### config.mk
export PLATFORM = sky130hd
export DESIGN_NAME = rvis_regfile
export DESIGN_NICKNAME = d
export VERILOG_FILES = /design/src/sv/rvis_pkg.sv /design/src/sv/rvis_regfile.sv
export SDC_FILE = /design/constraint.sdc
export NUM_CORES = 1
export LEC_CHECK = 0
export BUFFER_PORTS_ARGS = -buffer_cell sky130_fd_sc_hd__buf_4
export CORE_MARGIN = 10
export CORE_UTILIZATION = 25
export CTS_BUF_LIST = sky130_fd_sc_hd__clkbuf_8
export DETAILED_ROUTE_END_ITERATION = 8
export GPL_ROUTABILITY_DRIVEN = 0
export GPL_TIMING_DRIVEN = 1
export PLACE_DENSITY_LB_ADDON = 0.08
export SYNTH_ARGS = -nofsm -noshare
export SYNTH_HDL_FRONTEND = slang
export SYNTH_SLANG_ARGS = --single-unit
export TNS_END_PERCENT = 50
### constraint.sdc
create_clock -name clk -period 4.2 [get_ports clk]
set_input_delay 0.63 -clock clk [delete_from_list [all_inputs] [get_ports clk]]
set_output_delay 0.63 -clock clk [all_outputs]
set_load 0.01 [all_outputs]
### src/sv/rvis_pkg.sv
// Types and constants shared by the RV32I step core
`default_nettype none
package rvis_pkg;

  typedef enum logic [2:0] {
    ST_CLEAR,
    ST_IDLE,
    ST_FETCH,
    ST_EXEC,
    ST_MEM,
    ST_DONE
  } state_t;

  localparam logic [6:0] OP_LUI    = 7'h37;
  localparam logic [6:0] OP_AUIPC  = 7'h17;
  localparam logic [6:0] OP_JAL    = 7'h6F;
  localparam logic [6:0] OP_JALR   = 7'h67;
  localparam logic [6:0] OP_BRANCH = 7'h63;
  localparam logic [6:0] OP_LOAD   = 7'h03;
  localparam logic [6:0] OP_STORE  = 7'h23;
  localparam logic [6:0] OP_IMM    = 7'h13;
  localparam logic [6:0] OP_REG    = 7'h33;
  localparam logic [6:0] OP_SYSTEM = 7'h73;

  localparam logic [31:0] ECALL_WORD = 32'h0000_0073;
  localparam logic [31:0] JALR_MASK  = 32'hFFFF_FFFE;
  localparam logic [31:0] PC_LIMIT_RESET = 32'h0000_2000;
  localparam logic [31:0] SP_RESET = 32'h0000_3FFC;
  localparam logic [31:0] GP_RESET = 32'h0000_1800;

  localparam logic [4:0] REG_SP = 5'd2;
  localparam logic [4:0] REG_GP = 5'd3;
  localparam logic [4:0] REG_A0 = 5'd10;
  localparam logic [4:0] REG_A7 = 5'd17;

  localparam logic [31:0] SYS_PRINT_INT = 32'd1;
  localparam logic [31:0] SYS_PRINT_STR = 32'd4;
  localparam logic [31:0] SYS_EXIT      = 32'd10;

  localparam logic [2:0] CALL_NONE  = 3'd0;
  localparam logic [2:0] CALL_INT   = 3'd1;
  localparam logic [2:0] CALL_STR   = 3'd2;
  localparam logic [2:0] CALL_EXIT  = 3'd3;
  localparam logic [2:0] CALL_OTHER = 3'd4;

  localparam logic [6:0] F7_ZERO = 7'h00;
  localparam logic [6:0] F7_ALT  = 7'h20;

  typedef struct packed {
    logic        wr;
    logic [31:0] val;
    logic [31:0] npc;
    logic        is_load;
    logic        is_store;
    logic [31:0] addr;
    logic [2:0]  call_event;
    logic [31:0] call_arg;
    logic        stop;
  } exec_t;

  typedef struct packed {
    logic        ld_ok;
    logic [31:0] ld_val;
    logic        st_ok;
    logic [31:0] st_word;
    logic [13:0] byte_addr;
  } lsu_t;

  typedef struct packed {
    logic        halted;
    logic [31:0] call_arg;
    logic [2:0]  call_event;
    logic [13:0] mem_byte_addr;
    logic        mem_written;
    logic [31:0] reg_value;
    logic [4:0]  reg_index;
    logic        reg_written;
    logic [31:0] next_pc;
    logic [31:0] done_pc;
  } res_t;

  localparam int RES_W = $bits(res_t);
  localparam int OUT_W = ((RES_W + 7) / 8) * 8;

endpackage
`default_nettype wire

### src/sv/rvis_regfile.sv
// Integer register file, two registered read ports, reset values via valid bits
`default_nettype none
module rvis_regfile (
  input  wire logic        clk,
  input  wire logic        rst_n,
  input  wire logic [4:0]  ra,
  input  wire logic [4:0]  rb,
  output logic      [31:0] rdata_a,
  output logic      [31:0] rdata_b,
  input  wire logic        we,
  input  wire logic [4:0]  wa,
  input  wire logic [31:0] wd
);

  logic [31:0] mem [32];
  logic [31:0] valid_r;
  logic [4:0]  ra_r;
  logic [4:0]  rb_r;
  logic [31:0] raw_a_r;
  logic [31:0] raw_b_r;

  function automatic logic [31:0] rst_val(input logic [4:0] idx);
    logic [31:0] v;
    v = '0;
    if (idx == rvis_pkg::REG_SP) begin
      v = rvis_pkg::SP_RESET;
    end else if (idx == rvis_pkg::REG_GP) begin
      v = rvis_pkg::GP_RESET;
    end
    return v;
  endfunction

  always_ff @(posedge clk) begin
    if (we && (wa != 5'd0)) begin
      mem[wa] <= wd;
    end
    raw_a_r <= mem[ra];
    raw_b_r <= mem[rb];
    ra_r    <= ra;
    rb_r    <= rb;
  end

  always_ff @(posedge clk) begin
    if (!rst_n) begin
      valid_r <= '0;
    end else if (we && (wa != 5'd0)) begin
      valid_r[wa] <= 1'b1;
    end
  end

  assign rdata_a = valid_r[ra_r] ? raw_a_r : rst_val(ra_r);
  assign rdata_b = valid_r[rb_r] ? raw_b_r : rst_val(rb_r);

endmodule
`default_nettype wire

# Yosys cells after proc, flatten, opt, wreduce, memory -nomap -nowiden
# Memory sizes are Yosys's and may differ from the RTL's. A register that Yosys moved wholly into a read port is not among the register bits.
# Cells that the tools add are included.
word_totals:
  reg_bits: 42
  output_inout_bits: 64
  latchBits: 0
  rom_bits: 0
  memories: 1
  mem_bits_rw: 1024
  inputBits: 50
mem_list:
  columns: ["name", "depth", "word_bits", "read_ports", "rd_clocked_by_memory_dff", "wr", "line", "rtl"]
  rows:
  - ["mem", 32, 32, 2, 2, 1, "rvis_regfile.sv:15", "logic [31:0] mem [32];"]
classes:
  n_lt_le_gt_ge: 4
  n_mux: 14
  n_mul: 0
  n_div: 0
  n_addsub: 0
  n_shift: 0
  n_reduce_logical: 3
  bitwise_logic: 1
  n_eq_ne: 4
ops:
  columns: ["op", "n"]
  rows:
  - ["$mux W32", 2]
  - ["$or A32 B32 Y32", 1]
  - ["$mux W14", 2]
  - ["$mux W13", 2]
  - ["$eq A5 B2 Y1 const B", 4]
  - ["$lt A5 B6 Y1 const B", 3]
  - ["$bmux W1 S5", 2]
  - ["$demux W1 S5", 1]
  - ["$ge A5 B1 Y1 const B", 1]
  - ["$mux W1", 5]
  - ["$reduce_bool A5 Y1", 1]
  - ["$logic_and A1 B1 Y1", 2]

# Longest topological paths before layout
logic_depth:
  ltp_word: 5
  ltp_mapped: 9
  ltp_nobuf: 5

# Least setup slack after synthesis
# No wires, ideal clock.
synth_path:
  kind: "in2reg"
  from: "input port we"
  to: "memory mem[2][0], enable pin"
  stages: 4
  setup_time_ps: 471
  path_slack_ps: 142
  arrival_time_ps: 3587
  cell_sequence: "clkbuf_1 > nor2b_1 > nand2_1 > nor3b_1"
synth_between:
  elab_chain_len: 3
synth_lines:
  columns: ["element", "line", "rtl"]
  rows:
  - ["start, declared", "rvis_regfile.sv:10", "input wire logic we,"]
  - ["$logic_and A1 B1 Y1", "rvis_regfile.sv:34", "if (we && (wa != 5'd0)) begin"]
  - ["$mux W1", "rvis_regfile.sv:34", null]
  - ["$mux W1 (implied by the code)", "rvis_regfile.sv:35", "mem[wa] <= wd;"]
  - ["end, declared", "rvis_regfile.sv:15", null]
# No other way between the ends.

# Worst setup path after layout
layout_path:
  from: "register ra_r[1]"
  to: "output port rdata_a[8]"
layout_between:
  elab_chain_len: 3
layout_lines:
  columns: ["element", "line", "rtl"]
  rows:
  - ["start, declared", "rvis_regfile.sv:17", "logic [4:0] ra_r;"]
  - ["start signal, assigned", "rvis_regfile.sv:39", "ra_r <= ra;"]
  - ["$bmux W1 S5 / $eq A5 B2 Y1 (equally long branches)", "rvis_regfile.sv:51, rvis_regfile.sv:25", null]
  - ["$mux W1 (implied by the code) / $mux W14 (equally long branches)", "rvis_regfile.sv:51, rvis_regfile.sv:25", null]
  - ["$mux W32 *", "rvis_regfile.sv:51", "assign rdata_a = valid_r[ra_r] ? raw_a_r : rst_val(ra_r);"]
  - ["end, declared", "rvis_regfile.sv:8", "output logic [31:0] rdata_a,"]
# Every way passes the cells marked *; elsewhere a longest branch is shown, timed or not. The select of a mux whose other input is x is not followed.

==> impl_metrics.py <==
metrics = {
    "grt": {
        "antenna_found_initial": 15,
        "grt_pass1_wl_um": 245000,
        "grt_max_degree": 54,
        "overflow": 0,
        "grt_pass1_vias": 29436,
        "grtUsageTotal_pct": 15.8,
    },
    "yosys": {
        "yosysTopAreaCell": "edfxtp_1",
        "synthMuxAreaShare_pct": 31.3,
        "synth_cell_type_count": 33,
        "yosys_register_bits": 1130,
        "synth_simple_gate_area_share_pct": 1.23,
        "synth_compound_area_share_pct": 0.579,
        "synth_top_area_share_pct": 60.8,
        "yosys_warnings": 0,
        "synth_adder_area_share_pct": 0,
        "netlist_instances": 2226,
        "synth_top_family_by_area": "multiplexers",
        "ys_seq_area_share_pct": 65.0,
        "ys_top_cells_by_area": "edfxtp_1, mux4_2, dfxtp_1",
        "syn_area_sq_um": 50600,
        "avgSynthCellArea_sq_um": 22.7,
        "synthXorXnorAreaFrac_pct": 0,
    },
    "clock_network": {
        "cts_max_level": 4,
        "tritoncts": "yes",
        "numCtsBuffers": 211,
        "cts-root-buf": "clkbuf_8",
        "cts_max_path_buffers": 3,
        "cts_sinks": 1130,
        "cts_setup_buffers": 0,
        "clk_pin_slew_worst_paths_ns": 0.06,
        "clk-insertion-delay-late_ns": 0.93,
    },
    "placed_design": {
        "dpl-instance-area_sq_um": 55500,
        "pre_cts_slack_ns": 0.980,
        "dp_cells": 4976,
        "io_buffers": 113,
        "dp_hpwl_um": 99000,
    },
    "cells_and_area": {
        "nNetsFinal": 2587,
        "drive_gt1_share_pct": 46.7,
        "final_common_cell": "edfxtp_1",
        "layout_common_cells": "edfxtp_1, mux4_2, clkbuf_8, buf_4, dfxtp_1",
        "final_cell_area_sq_um": 60000,
        "instances_no_fill": 5403,
        "syn2layout_area_growth_pct": 18.6,
    },
    "sta": {
        "fin_crit_ns": 3.93,
        "skew_ns": 0.0383,
        "fin_ws_ns": 0.269,
        "worst_slew_pin_slew_ns": 1.03,
        "fmaxAchievable_mhz": 254,
        "hold_violations": 0,
        "finalCritPeriodShare_pct": 93.6,
        "drv_slew": 0,
        "fin_tns_setup_ns": 0,
        "setup_viol": 0,
        "slew-limit-headroom_pct": 31.5,
        "rsz0062_at_grt": "false",
        "whs_ns": 0.127,
    },
    "pwr": {
        "p_leak_nw": 19.1,
        "ir_drop_mv": 0.223,
        "p_per_area_nw_per_um2": 426,
    },
    "setup_path": {
        "worstPathCellList": "buf_4 > mux2i_1 > mux4_2 > nand3b_1 > and4_4 > buf_4 > mux2_2 > buf_4",
        "critPathSlowestCell": "mux4_2",
        "crit_start": "ra_r[1]$_DFF_P_",
        "crit_arrival_ns": 3.30,
        "reg2reg_from": "mem[31][10]$_DFFE_PP_",
        "worst_setup_path_end_kind": "output port",
        "critPathRequiredTime_ns": 3.57,
        "critPathMaxStageDelay_ns": 0.49,
        "crit_type": "reg -> out",
        "path_max_fanout": 17,
        "cp-start-kind": "register",
        "cp_top_family": "multiplexers",
        "path_common_cell": "buf_4",
        "path_buf_inv": 3,
    },
    "route": {
        "viasPerCell": 4.84,
        "vias": 26144,
        "first_pass_iters": 8,
        "postRouteAntennaNets": 0,
        "wl_um": 176000,
        "drcViolationCount": 0,
        "first_iter_violations": 1995,
        "wl_per_cell_um": 32.6,
    },
    "flow_run": {
        "cap_viol_max_count": 0,
    },
    "hold_path": {
        "hold_class": "in -> reg",
        "hp-start": "wd[14]",
    },
    "floorplan": {
        "rows": 165,
        "die_x_um": 470,
        "io_pins": 114,
        "core_sq_um": 202000,
        "die-area_sq_um": 221000,
        "start_util_pct": 25.1,
        "die_h_um": 470,
    },
    "status": {
        "status": "finished clean",
    },
}
-- worst paths after layout --
path | endpoint | slack, ns | depth (start not counted)
worst max register to register | raw_a_r[10]$_DFF_P_ | 2.31 | 3
worst min-delay path | mem[1][14]$_DFFE_PP_ | 0.13 | 1
worst min register to register | valid_r[5]$_SDFFE_PN0N_ | 0.49 | 1
worst max-delay path | rdata_a[8] | 0.27 | 8
-- registers in the layout (all words and copies together) (netlist names) --
signal   count
mem       1024
ra_r         5
rb_r         5
valid_r     32
raw_b_r     32
raw_a_r     32
-- power by group --
group          switching (mW)  internal (mW)
combinational            1.16           1.05
clock                    4.96           5.78
sequential              0.118           12.5
total                    6.24           19.3
-- metal layers --
metal  part of all wire (%)  vias to the layer above  track usage [%]  routed length, um
met5                 0.0062                        -                0                 11
met4                    2.2                        2             4.35               3820
met3                    3.9                      246             2.81               6950
met2                     49                      661             26.4              87100
met1                     44                    14741             21.0              78400
li1                       -                    10494                -                  -
-- synthesized netlist by cell type --
cell and instances:
buf_6 19, and4_1 1, nor2_1 25, clkbuf_2 3, a22oi_2 1, or4b_2 1
and2_1 41, conb_1 1, buf_2 5, inv_1 10, nor2b_1 4, mux2_2 74
nand3b_1 7, edfxtp_1 1024, or2_2 1, clkbuf_1 71, a22oi_1 1, a21o_1 4
or3_1 1, nand4b_1 1, mux2i_1 42, buf_1 32, nor3b_1 1, a311o_1 1
mux4_2 647, nor3_1 12, and3_1 1, nand3_1 7, buf_4 41, nand2_1 6
o21a_1 31, dfxtp_1 106, nand2b_1 4
-- per-stage QoR --
stage,util (%),power [mW]
CTS,29.7,26.1
global placement,27.5,15.1
global route,29.7,26.7
floorplan,-,14.1
detailed placement,27.5,15.1
finish,29.7,25.6
-- logic make-up after synthesis --
family                 Yosys count
muxes                          763
AOI/OAI and AO/OA               38
other                            1
buffers and inverters          181
DFF                           1130
and+or+nand+nor                113
-- worst reg2reg max path: stages (launching register included) --
cell and delay, ns:
edfxtp_1 0.38, mux4_2 0.50, mux4_2 0.53, mux2_2 0.34
-- final cells by class --
class,instances,area [sq um]
repair buffers,238,2370
diodes,9,22.5
clock inverters,141,747
clock buffers,257,3540
well taps,2672,3340
multi-input cells,946,17100
fillers,19576,142000
flip-flops and latches,1130,32900
inverters,10,37.5
-- repair_timing --
action,CTS,global route
gates resized for setup,2,1
endpoints found under the hold margin,308,0
hold buffers,20,0
setup endpoints to repair,33,9
No activity file was read; power rests on OpenSTA's default activity.
