### src/sv/rvis_pkg.sv
// Types and constants shared by the RV32I step core
`default_nettype none
package rvis_pkg;

  typedef enum logic [2:0] {
    ST_CLEAR,
    ST_IDLE,
    ST_FETCH,
    ST_EXEC,
    ST_MEM,
    ST_DONE
  } state_t;

  localparam logic [6:0] OP_LUI    = 7'h37;
  localparam logic [6:0] OP_AUIPC  = 7'h17;
  localparam logic [6:0] OP_JAL    = 7'h6F;
  localparam logic [6:0] OP_JALR   = 7'h67;
  localparam logic [6:0] OP_BRANCH = 7'h63;
  localparam logic [6:0] OP_LOAD   = 7'h03;
  localparam logic [6:0] OP_STORE  = 7'h23;
  localparam logic [6:0] OP_IMM    = 7'h13;
  localparam logic [6:0] OP_REG    = 7'h33;
  localparam logic [6:0] OP_SYSTEM = 7'h73;

  localparam logic [31:0] ECALL_WORD = 32'h0000_0073;
  localparam logic [31:0] JALR_MASK  = 32'hFFFF_FFFE;
  localparam logic [31:0] PC_LIMIT_RESET = 32'h0000_2000;
  localparam logic [31:0] SP_RESET = 32'h0000_3FFC;
  localparam logic [31:0] GP_RESET = 32'h0000_1800;

  localparam logic [4:0] REG_SP = 5'd2;
  localparam logic [4:0] REG_GP = 5'd3;
  localparam logic [4:0] REG_A0 = 5'd10;
  localparam logic [4:0] REG_A7 = 5'd17;

  localparam logic [31:0] SYS_PRINT_INT = 32'd1;
  localparam logic [31:0] SYS_PRINT_STR = 32'd4;
  localparam logic [31:0] SYS_EXIT      = 32'd10;

  localparam logic [2:0] CALL_NONE  = 3'd0;
  localparam logic [2:0] CALL_INT   = 3'd1;
  localparam logic [2:0] CALL_STR   = 3'd2;
  localparam logic [2:0] CALL_EXIT  = 3'd3;
  localparam logic [2:0] CALL_OTHER = 3'd4;

  localparam logic [6:0] F7_ZERO = 7'h00;
  localparam logic [6:0] F7_ALT  = 7'h20;

  typedef struct packed {
    logic        wr;
    logic [31:0] val;
    logic [31:0] npc;
    logic        is_load;
    logic        is_store;
    logic [31:0] addr;
    logic [2:0]  call_event;
    logic [31:0] call_arg;
    logic        stop;
  } exec_t;

  typedef struct packed {
    logic        ld_ok;
    logic [31:0] ld_val;
    logic        st_ok;
    logic [31:0] st_word;
    logic [13:0] byte_addr;
  } lsu_t;

  typedef struct packed {
    logic        halted;
    logic [31:0] call_arg;
    logic [2:0]  call_event;
    logic [13:0] mem_byte_addr;
    logic        mem_written;
    logic [31:0] reg_value;
    logic [4:0]  reg_index;
    logic        reg_written;
    logic [31:0] next_pc;
    logic [31:0] done_pc;
  } res_t;

  localparam int RES_W = $bits(res_t);
  localparam int OUT_W = ((RES_W + 7) / 8) * 8;

endpackage
`default_nettype wire

### src/sv/rvis_lsu.sv
// Load extraction and store merge for byte, half and word accesses
`default_nettype none
module rvis_lsu #(
  parameter int MEM_WORDS = 4096
) (
  input  wire logic [2:0]  f3,
  input  wire logic [31:0] addr,
  input  wire logic [31:0] w,
  input  wire logic [31:0] b,
  output rvis_pkg::lsu_t   ls
);

  localparam int AW = $clog2(MEM_WORDS);

  logic [31:0] bsel;
  logic [15:0] hsel;
  logic [4:0]  bsh;
  logic [4:0]  hsh;
  logic [1:0]  lane;

  assign bsh  = {addr[1:0], 3'b000};
  assign hsh  = {addr[1], 4'b0000};
  assign bsel = w >> bsh;
  assign hsel = addr[1] ? w[31:16] : w[15:0];

  always_comb begin
    ls   = '0;
    lane = 2'd0;
    case (f3)
      3'd0: begin
        ls.ld_ok  = 1'b1;
        ls.ld_val = {{24{bsel[7]}}, bsel[7:0]};
      end
      3'd1: begin
        ls.ld_ok  = 1'b1;
        ls.ld_val = {{16{hsel[15]}}, hsel};
      end
      3'd2: begin
        ls.ld_ok  = 1'b1;
        ls.ld_val = w;
      end
      3'd4: begin
        ls.ld_ok  = 1'b1;
        ls.ld_val = {24'b0, bsel[7:0]};
      end
      3'd5: begin
        ls.ld_ok  = 1'b1;
        ls.ld_val = {16'b0, hsel};
      end
      default: ls.ld_ok = 1'b0;
    endcase
    case (f3)
      3'd0: begin
        ls.st_ok   = 1'b1;
        lane       = addr[1:0];
        ls.st_word = (w & ~(32'h0000_00FF << bsh)) | ({24'b0, b[7:0]} << bsh);
      end
      3'd1: begin
        ls.st_ok   = 1'b1;
        lane       = {addr[1], 1'b0};
        ls.st_word = (w & ~(32'h0000_FFFF << hsh)) | ({16'b0, b[15:0]} << hsh);
      end
      3'd2: begin
        ls.st_ok   = 1'b1;
        ls.st_word = b;
      end
      default: ls.st_ok = 1'b0;
    endcase
    ls.byte_addr = 14'({addr[AW+1:2], lane});
  end

endmodule
`default_nettype wire

### config.mk
export PLATFORM = sky130hd
export DESIGN_NAME = rvis_lsu
export DESIGN_NICKNAME = d
export VERILOG_FILES = /design/src/sv/rvis_pkg.sv /design/src/sv/rvis_lsu.sv
export SDC_FILE = /design/constraint.sdc
export NUM_CORES = 1
export LEC_CHECK = 0
export ABC_CLOCK_PERIOD_IN_PS = 2600
export BUFFER_PORTS_ARGS = -buffer_cell sky130_fd_sc_hd__buf_4
export CORE_MARGIN = 4
export CORE_UTILIZATION = 43
export DETAILED_ROUTE_END_ITERATION = 6
export PLACE_DENSITY_LB_ADDON = 0.08
export SYNTH_ARGS = -nofsm -noshare
export SYNTH_HDL_FRONTEND = slang
export SYNTH_SLANG_ARGS = --single-unit
### constraint.sdc
create_clock -name vclk -period 2.6
set_input_delay 0.26 -clock vclk [all_inputs]
set_output_delay 0.26 -clock vclk [all_outputs]
set_load 0.01 [all_outputs]
**After elaboration in Yosys (flattened, before gate mapping)**

Cells that the tools add are included.

- Bitwise logic cells: 6
- Equal/unequal tests: 4
- Muxes and demuxes: 6
- Reduce and logical (&&, ||, !) cells: 3
- Shift-type cells: 5

Operator list:

| operator | count |
|---|---|
| 32-bit case mux with 5 select lines | 1 |
| 32-bit case mux with 3 select lines | 1 |
| 32-bit bitwise AND | 2 |
| 32-bit inverter | 2 |
| 32-bit OR | 2 |
| 16-bit by 5-bit << shifter with 32-bit output | 1 |
| 16-bit by 5-bit << shifter with 32-bit output, first input constant | 1 |
| 8-bit by 5-bit << shifter with 32-bit output | 1 |
| 8-bit by 5-bit << shifter with 32-bit output, first input constant | 1 |
| 32-bit by 5-bit right shift with 8-bit output | 1 |
| 16-bit two-way mux | 1 |
| 3-bit == test, second input constant | 2 |
| 5-bit OR reduction | 1 |
| 2-bit case mux with 2 select lines | 1 |
| 3-bit by 1-bit == test with 1-bit output, second input constant | 1 |
| 3-bit by 2-bit == test with 1-bit output, second input constant | 1 |
| 3-bit logical NOT | 1 |
| 3-bit OR reduction | 1 |
| 1-bit two-way mux | 2 |

- Register bits: 0
- Input bits: 99
- Word-level logic and storage cells: 24
- Output and inout bits: 80

**Depth between registers and ports, before layout**

Gate-level depths: netlist of run 1.

- Depth in word-level cells: 5
- Depth in mapped cells: 6
- Depth with buffers taken out: 3

**Least setup slack after synthesis of run 1**

OpenSTA, ideal clock, no wires.

- Kind: in2out
- From: input addr[0]
- To: output ls[63] in the netlist's numbering
- Arrival time: 1,367 ps
- Setup slack: 973 ps
- Cell stages on the path: 4
- Path buffers: 1
- Path through: mux4_2 -> a32o_2 -> buf_6 -> a21o_1

RTL lines:

| item | RTL line | RTL |
|---|---|---|
| start: declaration | rvis_lsu.sv:7 | `input wire logic [31:0] addr,` |
| end: declaration | rvis_lsu.sv:10 | `output rvis_pkg::lsu_t ls` |

==> results.json, run 1 <==
{
  "numPortBuffers": 137,
  "slowest_delay_ns": 0.80,
  "yosysMostFrequentCell": "mux2_2",
  "cp.required_ns": 2.34,
  "final_area_mm2": 0.00298,
  "cp-startpoint": "addr[1]",
  "antenna_found_initial": 0,
  "cp.arrival_ns": 1.87,
  "hp-start": "addr[10]",
  "numSequentialCells": 0,
  "dieArea_mm2": 0.00589,
  "synthTopCellsByCount": "33 x mux2_2, 24 x a22oi_1, 22 x clkbuf_1",
  "min_path_type": "primary input to primary output",
  "first_iter_violations": 207,
  "cp_cell_sequence": "buf_4 -> nor2b_1 -> mux2i_1 -> o22ai_1 -> buf_4",
  "ios": 179,
  "fmax_mhz": 469,
  "utilization_pct": 66.5,
  "final.period_utilization_pct": 82.0,
  "path_delay_family": "simple AND/OR/NAND/NOR gates",
  "critPathCaptureType": "primary output",
  "drive_gt1_share_pct": 48.2,
  "yosys-top-cells-area": "mux2_2 18%, mux2i_1 8.9%, a22oi_1 8.9%",
  "fp-row-count": 24,
  "relSlewSlack_pct": 34.2,
  "setup_viol": 0,
  "yosysSeqAreaShare_pct": 0,
  "ant_nets": 0,
  "cap_violations": 0,
  "cp_slowest_cell": "nor2b_1",
  "syn_area_mm2": 0.00203,
  "yosys_warnings": 0,
  "synth_fp_nets": 386,
  "p_total_mw": 0.588,
  "nets": 487,
  "seq_area_um2": 0,
  "p_per_area_mw_per_mm2": 198,
  "drv_slew": 0,
  "grt_max_degree": 42,
  "grt_pass1_wl_mm": 13.2,
  "crit_fanout": 36,
  "core_mm2": 0.00447,
  "synth.top_cell.area_share_pct": 18.3,
  "synthToLayoutAreaGrowth_pct": 46.5,
  "die_height_um": 76.7,
  "dpl_cell_area_mm2": 0.00298,
  "grtUsageTotal_pct": 25.9,
  "status": "finished clean",
  "period_minus_slack_ns": 2.13,
  "ir_worst_vdd_uv": 114,
  "synth.distinct_cells": 33,
  "path_common_cell": "buf_4",
  "ctsResizeCount": 0,
  "drc": 0,
  "syn_area_per_cell_um2": 7.08,
  "gp_congestion": 0.854,
  "hold_slack_ns": 0.520,
  "ctsHoldBuffers": 0,
  "crit_type": "primary input to primary output",
  "drt-pass1-iter-count": 5,
  "cts_setup_buffers": 0,
  "vias": 2785,
  "first_global_vias": 2633,
  "wl_per_cell_um": 18.7,
  "tns_ns": 0,
  "hold_violations": 0,
  "rsz0062_at_grt": "no",
  "die_x_um": 76.7,
  "diodes": 0,
  "synthCells": 287,
  "worstMarginPinSlew_ns": 0.985,
  "critPathBufInv": 2,
  "dpl.hpwl_mm": 6.09,
  "via_per_inst": 6.36,
  "crit_path_start_kind": "primary input",
  "power_leakage_nw": 1.43,
  "nClkBuffers": 0,
  "wl_mm": 8.19,
  "overflow": 0,
  "fill_cells": 419,
  "multi_input_comb_area_mm2": 0.00178,
  "start_util_pct": 45.4,
  "synth_area_leader_cell": "mux2_2"
}
placed cells by master (no fill, tap or decap), drive strengths merged, types with 2 or more instances in the layout:
cell and n:
mux2i 18, a21boi 8, o32ai 2, o22ai 16, nor3b 4, a221o 8
nor2b 11, o21ai 18, nor3 2, a22oi 24, a211oi 6, a21o 16
mux2 33, inv 2, nand2 7, a311oi 8, o31ai 6, a32o 2
nand3 8, a21oi 18, and3 8, nor2 10, buf 147
cell type report:
type,instances,share of cell area [%]
multi-input cells,236,59.9
repair buffers,147,37.5
well taps,52,2.19
inverters,3,0.378
kinds of logic (layout without fill, tap and decap cells):
group / Yosys count / after routing / synth area share [%]
AOI/OAI and AO/OA: 132 / 132 / 45.3
and+or+nand+nor: 52 / 52 / 13.7
muxes: 52 / 52 / 28.3
buffers and inverters: 51 / 150 / 12.7
per-layer routing:
| layer | vias to the layer above | share of wire, % | global-route usage (%) |
|---|---|---|---|
| li1 | 1325 | - | - |
| met1 | 1310 | 41 | 34.6 |
| met2 | 138 | 50 | 44.7 |
| met3 | 12 | 8.1 | 3.63 |
| met4 | 0 | 0.77 | 3.99 |
| met5 | - | 0 | 0 |
per-stage QoR:
step	cells	setup WS [ns]
4_1_cts	438	0.485
3_3_place_gp	438	0.509
2_1_floorplan	287	0.973
6_report	438	0.469
3_5_place_dp	438	0.500
5_1_grt	438	0.379
where the power goes:
group | switching, mW | total, mW | internal (mW)
logic | 0.285 | 0.588 | 0.304
registers | 0 | 0 | 0
clock network | 0 | 0 | 0
total | 0.285 | 0.588 | 0.304
path summary, 6_finish.rpt:
check / to / slack [ns] / cells past startpoint
setup / recovery: ls[26] / 0.47 / 5
hold / removal: ls[10] / 0.52 / 0
No activity file was read; power rests on OpenSTA's default activity.
==> inputs of run 2 (changes only) <==
ABC_AREA = 1   (was not set)
ABC_CLOCK_PERIOD_IN_PS = 2000   (was 2600)
clock period = 2 ns   (was 2.6 ns; I/O delays follow)
==> results.json, run 2 <==
{
  "synth.distinct_cells": 16,
  "fp-row-count": 27,
  "path_common_cell": "nand2_1",
  "yosysMostFrequentCell": "nand2_1",
  "crit_fanout": 24,
  "die_x_um": 83.2,
  "synth.top_cell.area_share_pct": 34.4,
  "p_per_area_mw_per_mm2": 230,
  "hp-start": "addr[10]",
  "pre_cts_slack_ns": 0.249,
  "cts_setup_buffers": 0,
  "final_common_cell": "nand2_1",
  "dp.cells": 710,
  "yosys_warnings": 0,
  "dieArea_mm2": 0.00692,
  "ctsResizeCount": 0,
  "dpl_cell_area_mm2": 0.00335,
  "fin_cells": 710,
  "gp_congestion": 0.942,
  "power_leakage_nw": 2.00,
  "fmax_mhz": 572,
  "critPathCaptureType": "primary output",
  "status": "finished clean",
  "synthCells": 537,
  "drive_gt1_share_pct": 26.6,
  "ir_worst_vdd_uv": 135,
  "cp_cell_sequence": "buf_4 -> inv_2 -> nand2_1 -> nand2_1 -> nand2_1 -> nand2_1 -> nand2_2 -> nand2_1 -> buf_4",
  "ios": 179,
  "cp.arrival_ns": 1.55,
  "rsz0062_at_grt": "no",
  "ant_nets": 0,
  "yosysSeqAreaShare_pct": 0,
  "first_global_vias": 3265,
  "slowest_delay_ns": 0.33,
  "relSlewSlack_pct": 72.4,
  "synthToLayoutAreaGrowth_pct": 37.9,
  "first_iter_violations": 340,
  "wl_mm": 9.89,
  "crit_type": "primary input to primary output",
  "grt_pass1_wl_mm": 15.9,
  "nets": 739,
  "nClkBuffers": 0,
  "final_cell_mix": "223 x nand2_1, 145 x buf_4, 104 x nand3_1",
  "synth_area_leader_cell": "nand2_1",
  "antenna_found_initial": 0,
  "final_area_mm2": 0.00335,
  "cp_slowest_cell": "nand2_2",
  "setup_viol": 0,
  "tns_ns": 0,
  "grtUsageTotal_pct": 26.3,
  "hold_violations": 0,
  "overflow": 0,
  "cap_violations": 0,
  "min_path_type": "primary input to primary output",
  "syn_area_per_cell_um2": 4.53,
  "wl_per_cell_um": 13.9,
  "diodes": 0,
  "period_minus_slack_ns": 1.75,
  "syn_area_mm2": 0.00243,
  "drc": 0,
  "ctsHoldBuffers": 0,
  "synth_fp_nets": 636,
  "numSequentialCells": 0,
  "grt_max_degree": 34,
  "numPortBuffers": 137,
  "synthTopCellsByCount": "223 x nand2_1, 104 x nand3_1, 55 x inv_1",
  "crit_path_start_kind": "primary input",
  "timing.final.ws_setup_ns": 0.253,
  "core_mm2": 0.00551,
  "via_per_inst": 5.21,
  "drv_slew": 0,
  "yosys-top-cells-area": "nand2_1 34%, nand3_1 21%, inv_1 8.5%",
  "vias": 3700,
  "drt-pass1-iter-count": 5,
  "cp.required_ns": 1.80,
  "die_height_um": 83.2,
  "dpl.hpwl_mm": 7.62,
  "cp-startpoint": "addr[0]",
  "start_util_pct": 44.2,
  "worstMarginPinSlew_ns": 0.413,
  "final.period_utilization_pct": 87.4,
  "seq_area_um2": 0
}
## run 2: final cells by class
type	count	area, um2
multi-input combinational	430	1890
timing repair buffer	148	1150
inverter	60	228
tap	72	90.1
fill	600	2150
## run 2: kinds of logic (layout without fill, tap and decap cells)
| logic type | after synthesis | after routing | synth area share [%] |
|---|---|---|---|
| buffers and inverters | 107 | 208 | 22.4 |
| AO/OA/AOI/OAI | 49 | 49 | 10.9 |
| AND/OR/NAND/NOR | 381 | 381 | 66.7 |
## run 2: per-stage QoR
stage | hold slack, ns | util [%] | power, mW
floorplan | 0.444 | - | 0.424
global placement | 0.400 | 60.9 | 0.758
detailed placement | 0.400 | 60.9 | 0.764
CTS | 0.400 | 60.9 | 0.767
global route | 0.400 | 60.9 | 0.849
finish | 0.400 | 60.9 | 0.772
## run 2: worst paths after layout
path	to	slack, ns	cells past startpoint
max	ls[63]	0.25	9
min	ls[10]	0.40	0
## run 2: where the power goes
part | internal [mW] | leakage, nW | switching [mW]
Combinational | 0.342 | 2.00 | 0.430
Sequential | 0 | 0 | 0
Clock | 0 | 0 | 0
Total | 0.342 | 2.00 | 0.430
## run 2: layer usage
layer | share of wire, % | vias up | track usage, %
li1 | - | 1878 | -
met1 | 46 | 1609 | 38.7
met2 | 44 | 207 | 42.6
met3 | 9.3 | 6 | 3.27
met4 | 0.44 | 0 | 1.19
met5 | 0 | - | 0
## run 2: worst max-delay path, delay by kind of cell
kind	cells	cell delay [ns]
and+or+nand+nor	6	0.72
buffers and inverters	3	0.61
